[config.mk]
export PLATFORM = sky130hd
export DESIGN_NAME = kicker_charge_and_fire_controller
export DESIGN_NICKNAME = d
export VERILOG_FILES = /design/src/hdl/kcf_pkg.sv /design/src/hdl/kicker_charge_and_fire_controller.sv /design/src/hdl/kcf_seq.sv /design/src/hdl/kcf_sense.sv
export VERILOG_INCLUDE_DIRS = /design/src /design/src/hdl
export SDC_FILE = /design/constraint.sdc
export NUM_CORES = 1
export LEC_CHECK = 0
export ABC_AREA = 0
export ABC_CLOCK_PERIOD_IN_PS = 10350
export BUFFER_PORTS_ARGS = -buffer_cell sky130_fd_sc_hd__buf_2
export CORE_AREA = 2 2 163 165
export CTS_CLUSTER_SIZE = 8
export DETAILED_ROUTE_END_ITERATION = 10
export DIE_AREA = 0 0 165 167
export PLACE_DENSITY = 0.71
export SYNTH_ARGS = -nofsm -noshare
export SYNTH_HDL_FRONTEND = slang
export SYNTH_HIERARCHICAL = 1
export SYNTH_SLANG_ARGS = --single-unit
[constraint.sdc]
create_clock -name clk -period 10.35 [get_ports clk]
set_clock_uncertainty 0.1 [all_clocks]
set_input_delay 0.5175 -clock clk [delete_from_list [all_inputs] [get_ports clk]]
set_output_delay 0.5175 -clock clk [all_outputs]
set_load 0.02 [all_outputs]
[src/hdl/assert_macros.svh]
// Assertion macros shared by the kicker controller RTL
`ifndef ASSERT_MACROS_SVH
`define ASSERT_MACROS_SVH

// Same-cycle implication, checked outside reset
`define KCF_ASSERT_IMP(lbl, clk, rst_n, ante, cons) \
	lbl: assert property (@(posedge clk) disable iff (!rst_n) (ante) |-> (cons)) \
		else $error("kcf assertion failed");

// Next-cycle implication, checked outside reset
`define KCF_ASSERT_NXT(lbl, clk, rst_n, ante, cons) \
	lbl: assert property (@(posedge clk) disable iff (!rst_n) (ante) |=> (cons)) \
		else $error("kcf assertion failed");

`endif

[src/hdl/kcf_pkg.sv]
// Shared types, codes, reset values and helpers for the kicker controller
package kcf_pkg;

	// Event codes
	localparam logic [2:0] MODE_TICK   = 3'd0;
	localparam logic [2:0] MODE_KICK   = 3'd1;
	localparam logic [2:0] MODE_ARM    = 3'd2;
	localparam logic [2:0] MODE_CANCEL = 3'd3;
	localparam logic [2:0] MODE_SETCHG = 3'd4;
	localparam logic [2:0] MODE_TOGCHG = 3'd5;

	// Register indexes
	localparam logic [2:0] REG_PRE      = 3'd0;
	localparam logic [2:0] REG_PULSE    = 3'd1;
	localparam logic [2:0] REG_POST     = 3'd2;
	localparam logic [2:0] REG_HOLDOFF  = 3'd3;
	localparam logic [2:0] REG_VHIGH    = 3'd4;
	localparam logic [2:0] REG_VLOW     = 3'd5;
	localparam logic [2:0] REG_DEBOUNCE = 3'd6;
	localparam logic [2:0] REG_WEIGHT   = 3'd7;

	// Register reset values
	localparam logic [7:0]  RST_PRE      = 8'd50;
	localparam logic [7:0]  RST_PULSE    = 8'd10;
	localparam logic [7:0]  RST_POST     = 8'd50;
	localparam logic [15:0] RST_HOLDOFF  = 16'd20000;
	localparam logic [7:0]  RST_VHIGH    = 8'd239;
	localparam logic [7:0]  RST_VLOW     = 8'd232;
	localparam logic [3:0]  RST_DEBOUNCE = 4'd5;
	localparam logic [7:0]  RST_WEIGHT   = 8'd32;

	localparam logic [7:0]  WEIGHT_FULL  = 8'd255;

	typedef struct packed {
		logic [7:0]  pre_ticks;
		logic [7:0]  pulse_ticks;
		logic [7:0]  post_ticks;
		logic [15:0] holdoff_ticks;
		logic [7:0]  volt_high;
		logic [7:0]  volt_low;
		logic [3:0]  debounce_limit;
		logic [7:0]  filter_weight;
	} kcf_cfg_t;

	// Decoded event
	typedef struct packed {
		logic tick;
		logic kick;
		logic arm;
		logic cancel;
		logic set_chg;
		logic tog_chg;
	} kcf_op_t;

	// Kick sequencer view
	typedef struct packed {
		logic permit;
		logic kick;
		logic busy;
	} kcf_seq_t;

	// Filter, charger and debounce view
	typedef struct packed {
		logic [7:0] avg;
		logic       ball;
		logic       chg;
	} kcf_sense_t;

	// floor(acc / 255) for acc below 65280, by shift and add
	function automatic logic [7:0] div255(input logic [15:0] acc);
		logic [16:0] t;
		t = {1'b0, acc} + {9'd0, acc[15:8]} + 17'd1;
		return t[15:8];
	endfunction

endpackage

[src/hdl/kicker_charge_and_fire_controller.sv]
// Kicker charge and fire controller top level
//
//   channel  | handshake               | payload
//   ---------+-------------------------+----------------------------------------------
//   in       | in_valid / in_stall     | mode strength charge_on ball_sample volt...
//   out      | out_valid / out_stall   | kick_drive charge_drive ball_present ... volt
//   cfg      | cfg_valid / cfg_ready   | cfg_index cfg_data
//
// Each item passes through the input register, then through the filter, sequencer and
// debounce logic into the result register.
// An item is accepted every cycle while the output is not stalled; the state loop through
// the sequencer and the filter multiply-add closes combinationally.
// Reset clears the control state and loads the register defaults, but not the data
// registers; the charger starts permitted. A stall on the output holds the result
// and backs up into in_stall once the input register is also full.
`include "assert_macros.svh"

module kicker_charge_and_fire_controller (
	input  logic        clk,
	input  logic        arst_n,
	input  logic        in_valid,
	output logic        in_stall,
	input  logic [2:0]  mode,
	input  logic [7:0]  strength,
	input  logic        charge_on,
	input  logic        ball_sample,
	input  logic [7:0]  voltage_sample,
	input  logic        sample_valid,
	output logic        out_valid,
	input  logic        out_stall,
	output logic        kick_drive,
	output logic        charge_drive,
	output logic        ball_present,
	output logic        charge_requested,
	output logic        armed,
	output logic        kicking,
	output logic [7:0]  filtered_voltage,
	input  logic        cfg_valid,
	output logic        cfg_ready,
	input  logic [2:0]  cfg_index,
	input  logic [15:0] cfg_data
);
	import kcf_pkg::*;

	kcf_cfg_t   cfg_q;
	logic       v_s1;
	logic [2:0] mode_s1;
	logic [7:0] strength_s1, volt_s1;
	logic       chg_on_s1, ball_s1, svalid_s1;
	logic [7:0] arm_strength_q;
	logic       arm_q, req_q;
	logic       adv, fire, arm_n, req_n;
	kcf_op_t    op;
	kcf_seq_t   seq_cur, seq_nxt;
	kcf_sense_t sense_nxt;

	assign cfg_ready = 1'b1;

	always_ff @(posedge clk or negedge arst_n) begin
		if (!arst_n) begin
			cfg_q.pre_ticks      <= RST_PRE;
			cfg_q.pulse_ticks    <= RST_PULSE;
			cfg_q.post_ticks     <= RST_POST;
			cfg_q.holdoff_ticks  <= RST_HOLDOFF;
			cfg_q.volt_high      <= RST_VHIGH;
			cfg_q.volt_low       <= RST_VLOW;
			cfg_q.debounce_limit <= RST_DEBOUNCE;
			cfg_q.filter_weight  <= RST_WEIGHT;
		end else if (cfg_valid && cfg_ready) begin
			case (cfg_index)
				REG_PRE:      cfg_q.pre_ticks      <= cfg_data[7:0];
				REG_PULSE:    cfg_q.pulse_ticks    <= cfg_data[7:0];
				REG_POST:     cfg_q.post_ticks     <= cfg_data[7:0];
				REG_HOLDOFF:  cfg_q.holdoff_ticks  <= cfg_data;
				REG_VHIGH:    cfg_q.volt_high      <= cfg_data[7:0];
				REG_VLOW:     cfg_q.volt_low       <= cfg_data[7:0];
				REG_DEBOUNCE: cfg_q.debounce_limit <= cfg_data[3:0];
				REG_WEIGHT:   cfg_q.filter_weight  <= cfg_data[7:0];
				default: ;
			endcase
		end
	end

	// move the held item on when the result register is free or being taken
	assign adv      = v_s1 && (!out_valid || !out_stall);
	assign in_stall = v_s1 && !adv;

	always_ff @(posedge clk or negedge arst_n) begin
		if (!arst_n)
			v_s1 <= 1'b0;
		else
			v_s1 <= (in_valid && !in_stall) || (v_s1 && !adv);
	end

	always_ff @(posedge clk) begin
		if (in_valid && !in_stall) begin
			mode_s1     <= mode;
			strength_s1 <= strength;
			chg_on_s1   <= charge_on;
			ball_s1     <= ball_sample;
			volt_s1     <= voltage_sample;
			svalid_s1   <= sample_valid;
		end
	end

	always_comb begin
		op = '0;
		case (mode_s1)
			MODE_TICK:   op.tick    = 1'b1;
			MODE_KICK:   op.kick    = 1'b1;
			MODE_ARM:    op.arm     = 1'b1;
			MODE_CANCEL: op.cancel  = 1'b1;
			MODE_SETCHG: op.set_chg = 1'b1;
			MODE_TOGCHG: op.tog_chg = 1'b1;
			default: ;
		endcase
	end

	kcf_seq u_seq (
		.clk    (clk),
		.arst_n (arst_n),
		.adv    (adv),
		.cfg    (cfg_q),
		.op     (op),
		.fire   (fire),
		.cur    (seq_cur),
		.nxt    (seq_nxt)
	);

	kcf_sense u_sense (
		.clk     (clk),
		.arst_n  (arst_n),
		.adv     (adv),
		.cfg     (cfg_q),
		.tick    (op.tick),
		.ball    (ball_s1),
		.volt    (volt_s1),
		.valid   (svalid_s1),
		.permit  (seq_nxt.permit),
		.request (req_q),
		.nxt     (sense_nxt)
	);

	// an armed kick fires once the debounced ball is seen on a tick
	assign fire = op.tick && sense_nxt.ball && arm_q;

	always_comb begin
		arm_n = arm_q;
		req_n = req_q;
		if (op.arm)
			arm_n = 1'b1;
		if (op.cancel || fire)
			arm_n = 1'b0;
		if (op.set_chg)
			req_n = chg_on_s1;
		if (op.tog_chg)
			req_n = ~req_q;
	end

	always_ff @(posedge clk or negedge arst_n) begin
		if (!arst_n) begin
			arm_q          <= 1'b0;
			req_q          <= 1'b0;
			arm_strength_q <= 8'd0;
		end else if (adv) begin
			arm_q <= arm_n;
			req_q <= req_n;
			if (op.arm)
				arm_strength_q <= strength_s1;
			else if (op.cancel)
				arm_strength_q <= 8'd0;
		end
	end

	always_ff @(posedge clk or negedge arst_n) begin
		if (!arst_n)
			out_valid <= 1'b0;
		else if (adv)
			out_valid <= 1'b1;
		else if (!out_stall)
			out_valid <= 1'b0;
	end

	always_ff @(posedge clk) begin
		if (adv) begin
			kick_drive       <= seq_nxt.kick;
			charge_drive     <= sense_nxt.chg;
			ball_present     <= sense_nxt.ball;
			charge_requested <= req_n;
			armed            <= arm_n;
			kicking          <= seq_nxt.busy;
			filtered_voltage <= sense_nxt.avg;
		end
	end

	`KCF_ASSERT_NXT(a_adv_result, clk, arst_n, adv, out_valid)
	`KCF_ASSERT_NXT(a_held_item, clk, arst_n, v_s1 && !adv, v_s1)
	`KCF_ASSERT_NXT(a_fire_disarm, clk, arst_n, adv && fire, !arm_q)
	`KCF_ASSERT_NXT(a_cancel_clears, clk, arst_n, adv && op.cancel,
		!arm_q && arm_strength_q == 8'd0)
	`KCF_ASSERT_IMP(a_kick_busy, clk, arst_n,
		adv && op.kick && !seq_cur.busy && cfg_q.pulse_ticks != 8'd0, seq_nxt.busy)

endmodule

[src/hdl/kcf_seq.sv]
// Kick sequencer: pre, pulse, post and holdoff phase counters
module kcf_seq (
	input  logic             clk,
	input  logic             arst_n,
	input  logic             adv,
	input  kcf_pkg::kcf_cfg_t cfg,
	input  kcf_pkg::kcf_op_t  op,
	input  logic             fire,
	output kcf_pkg::kcf_seq_t cur,
	output kcf_pkg::kcf_seq_t nxt
);
	import kcf_pkg::*;

	logic [7:0]  pre_q, pulse_q, post_q;
	logic [15:0] hold_q;
	logic        kick_q, permit_q;

	logic [7:0]  pre_n, pulse_n, post_n;
	logic [15:0] hold_n;
	logic        kick_n, permit_n;
	logic        busy_step, start;

	always_comb begin
		pre_n    = pre_q;
		pulse_n  = pulse_q;
		post_n   = post_q;
		hold_n   = hold_q;
		kick_n   = kick_q;
		permit_n = permit_q;
		// on a tick, count down the current phase
		if (op.tick) begin
			if (pre_q != 8'd0) begin
				permit_n = 1'b0;
				pre_n    = pre_q - 8'd1;
			end else if (pulse_q != 8'd0) begin
				kick_n  = 1'b1;
				pulse_n = pulse_q - 8'd1;
			end else if (post_q != 8'd0) begin
				kick_n = 1'b0;
				post_n = post_q - 8'd1;
			end else begin
				kick_n   = 1'b0;
				permit_n = 1'b1;
				if (hold_q != 16'd0)
					hold_n = hold_q - 16'd1;
			end
		end
		busy_step = (pre_n != 8'd0) || (pulse_n != 8'd0) || (post_n != 8'd0) ||
			(hold_n != 16'd0);
		start = op.kick ? !cur.busy : (fire && !busy_step);
		if (start) begin
			pre_n   = cfg.pre_ticks;
			pulse_n = cfg.pulse_ticks;
			post_n  = cfg.post_ticks;
			hold_n  = cfg.holdoff_ticks;
		end
		nxt.permit = permit_n;
		nxt.kick   = kick_n;
		nxt.busy   = (pre_n != 8'd0) || (pulse_n != 8'd0) || (post_n != 8'd0) ||
			(hold_n != 16'd0);
	end

	assign cur.permit = permit_q;
	assign cur.kick   = kick_q;
	assign cur.busy   = (pre_q != 8'd0) || (pulse_q != 8'd0) || (post_q != 8'd0) ||
		(hold_q != 16'd0);

	always_ff @(posedge clk or negedge arst_n) begin
		if (!arst_n) begin
			pre_q    <= 8'd0;
			pulse_q  <= 8'd0;
			post_q   <= 8'd0;
			hold_q   <= 16'd0;
			kick_q   <= 1'b0;
			permit_q <= 1'b1;
		end else if (adv) begin
			pre_q    <= pre_n;
			pulse_q  <= pulse_n;
			post_q   <= post_n;
			hold_q   <= hold_n;
			kick_q   <= kick_n;
			permit_q <= permit_n;
		end
	end

endmodule

[src/hdl/kcf_sense.sv]
// Voltage filter, charger hysteresis and ball-sense debounce
module kcf_sense (
	input  logic               clk,
	input  logic               arst_n,
	input  logic               adv,
	input  kcf_pkg::kcf_cfg_t   cfg,
	input  logic               tick,
	input  logic               ball,
	input  logic [7:0]         volt,
	input  logic               valid,
	input  logic               permit,
	input  logic               request,
	output kcf_pkg::kcf_sense_t nxt
);
	import kcf_pkg::*;

	logic [7:0]  avg_q;
	logic        ball_q, chg_q;
	logic [4:0]  mis_q;

	logic [15:0] prod_old, prod_new;
	logic [15:0] acc;
	logic [7:0]  avg_n;
	logic        chg_base, chg_n, ball_n;
	logic [4:0]  mis_inc, mis_n;

	always_comb begin
		prod_old = 16'((WEIGHT_FULL - cfg.filter_weight) * avg_q);
		prod_new = 16'(cfg.filter_weight * volt);
		// the two weights sum to 255, so the sum stays below 65280
		acc      = prod_old + prod_new;
		avg_n    = valid ? div255(acc) : avg_q;

		// the pre, pulse and post phases force the charger off before the hysteresis
		chg_base = permit ? chg_q : 1'b0;
		if ((avg_n > cfg.volt_high) || !permit || !request)
			chg_n = 1'b0;
		else if (avg_n < cfg.volt_low)
			chg_n = 1'b1;
		else
			chg_n = chg_base;

		mis_inc = (ball != ball_q) ? (mis_q + 5'd1) : 5'd0;
		ball_n  = ball_q;
		mis_n   = mis_inc;
		if (mis_inc > {1'b0, cfg.debounce_limit}) begin
			mis_n  = 5'd0;
			ball_n = ~ball_q;
		end

		nxt.avg  = tick ? avg_n : avg_q;
		nxt.ball = tick ? ball_n : ball_q;
		nxt.chg  = tick ? chg_n : chg_q;
	end

	always_ff @(posedge clk or negedge arst_n) begin
		if (!arst_n) begin
			avg_q  <= 8'd0;
			ball_q <= 1'b0;
			chg_q  <= 1'b0;
			mis_q  <= 5'd0;
		end else if (adv && tick) begin
			avg_q  <= avg_n;
			ball_q <= ball_n;
			chg_q  <= chg_n;
			mis_q  <= mis_n;
		end
	end

endmodule
==> flow_summary.toml <==
[worst_setup_path]
r2r_slack_ns = 0.65
crit_cells = 34
crit_path_max_fanout = 17
cpPeakStageDelay_ns = 0.75
r2r_end = "charge_drive"
path_common_cell = "fa_1"
crit_slowest_cell = "dfrtp_1"
r2r-start = "cfg_q[2]"
cp-startpoint = "cfg_q[2]"
r2r_cells = 34
critPathKind = "flip-flop to flip-flop"
start_kind = "flip-flop"
crit_end = "charge_drive"
setup.worst_path.end_class = "flip-flop"
path_buf_inv = 5
critPathTopFamily = "adder cells"
crit_arrival_ns = 9.90
cp.required_ns = 10.55

[synth]
syn_nets = 1674
yosysWarnings = 6
synth_area_um2 = 13900
synth_area_per_cell_um2 = 9.67
syn_inst = 1433

[finish]
syn_to_final_growth_pct = 7.99
diodes = 0
drive_gt1_frac = 0.164
finalNetCount = 1694

[placement]
place_ws_ns = 0.789
io_buffers = 53
hpwlAfterDp_um = 24300
place_congestion = 0.923

[detailed_routing]
wire_per_inst_um = 18.4
vias_per_cell = 5.96
vias = 10700
firstDrtPassIters = 5
route.detailed.drc = 0
ant_nets = 0
drt_iter0_drc = 871
routed_wl_um = 33200

[grt]
grt_pass1_wl_um = 54400
grt_pass1_vias = 10400
grt_max_degree = 85
grt_util_all_layers = 0.251
grt-ovfl-total = 0
antenna_found_initial = 0

[die]
fp-row-count = 59
dieArea_um2 = 27600
core_um2 = 25800
die-width_um = 165
io_pins = 63
die_y_um = 167
start_util = 0.538

[sta]
max_freq_mhz = 103
slew_viol_final = 0
slew_headroom = 0.319
finalHoldViolCount = 0
worst_pin_slew_ns = 1.02
whs_ns = 0.157
rsz0062_at_grt = "no"
worst_slack_ns = 0.647
final-setup-viol-count = 0
period_needed_ns = 9.70
tns_ns = 0
fin_crit_sh = 0.937

[worst_hold_path]
hold_path_class = "primary input to flip-flop"

[cts]
cts_resized = 0
clkTransAtPathRegs_ns = 0.08
cts.sinks = 157
h-tree-depth = 4
numCtsBuffers = 17
insertion_delay_ns = 0.44
tritoncts = "built"
cts-root-buf = "clkbuf_16"
clk_path_buf_depth = 2

[flow_run]
cap_violations = 0

[outcome]
status = "finished, final reports clean"
[cell usage in the layout (no fill, tap or decap), types with 21 or more instances in the layout]
cell	n
nor3_1	28
edfxtp_1	28
nor2b_1	40
nand2_1	92
nor4_1	26
xnor2_1	21
nor2_1	78
inv_1	182
mux2_2	71
fa_1	95
a31oi_1	30
dfrtp_1	101
nand3_1	61
a21oi_1	27
nand2b_1	40
o21ai_0	40
ha_1	100
dfstp_2	28
and2_1	48
buf_2	52
[flip-flops by register name, indices dropped and copies added, names as in the netlist, 3 cells and up]
register,count
u_seq/post_q,8
u_seq/pre_q,8
mode_s1,3
u_seq/hold_q,16
filtered_voltage,8
volt_s1,8
u_seq/pulse_q,8
u_sense/mis_q,5
cfg_q,68
u_sense/avg_q,8
[per-layer routing]
layer | global-route usage | routed length [um]
met5 | 0 | 0
met4 | 0.0643 | 482
met2 | 0.390 | 15500
met3 | 0.0329 | 1830
met1 | 0.370 | 15400
[area by class of cell]
cell class,count,area (um^2)
Fill cell,2199,10800
Inverter,183,688
Clock buffer,17,425
Sequential cell,157,4100
Multi-Input combinational cell,1034,8810
Timing Repair Buffer,60,327
Tap cell,335,419
Clock inverter,15,193
[worst register-to-register path, delay by kind of cell (launching register included)]
| kind | cells | cell delay (ns) |
|---|---|---|
| buffers and inverters | 5 | 0.35 |
| AOI/OAI and AO/OA | 12 | 2.79 |
| adders and majority gates | 9 | 4.10 |
| and+or+nand+nor | 8 | 1.49 |
| DFF | 1 | 0.75 |
[through the flow]
step | utilization | std cells | area [um^2]
global placement | 0.557 | 1768 | 14300
global route | 0.581 | 1801 | 15000
floorplan | - | 1433 | 13900
CTS | 0.581 | 1801 | 15000
detailed placement | 0.557 | 1768 | 14300
finish | 0.581 | 1801 | 15000
[how the worst min path moves through the flow]
stage / start / to / slack [ns] / cells after the start
2_1_floorplan: arst_n / arm_q / 0.12 / 0
3_3_place_gp: v_s1 / out_valid / 0.37 / 1
3_5_place_dp: v_s1 / out_valid / 0.38 / 1
4_1_cts: mode[2] / mode_s1[2] / 0.14 / 1
5_1_grt: sample_valid / svalid_s1 / 0.15 / 1
6_report: mode[0] / mode_s1[0] / 0.16 / 1
[what timing repair did]
item                      in CTS  in global routing
hold endpoints to repair      39                  0
hold buffers                   1                  0
setup buffers                  0                  0
Power is not shown: default switching activity piles up to over one toggle a cycle in this logic, so the estimate is an artifact.
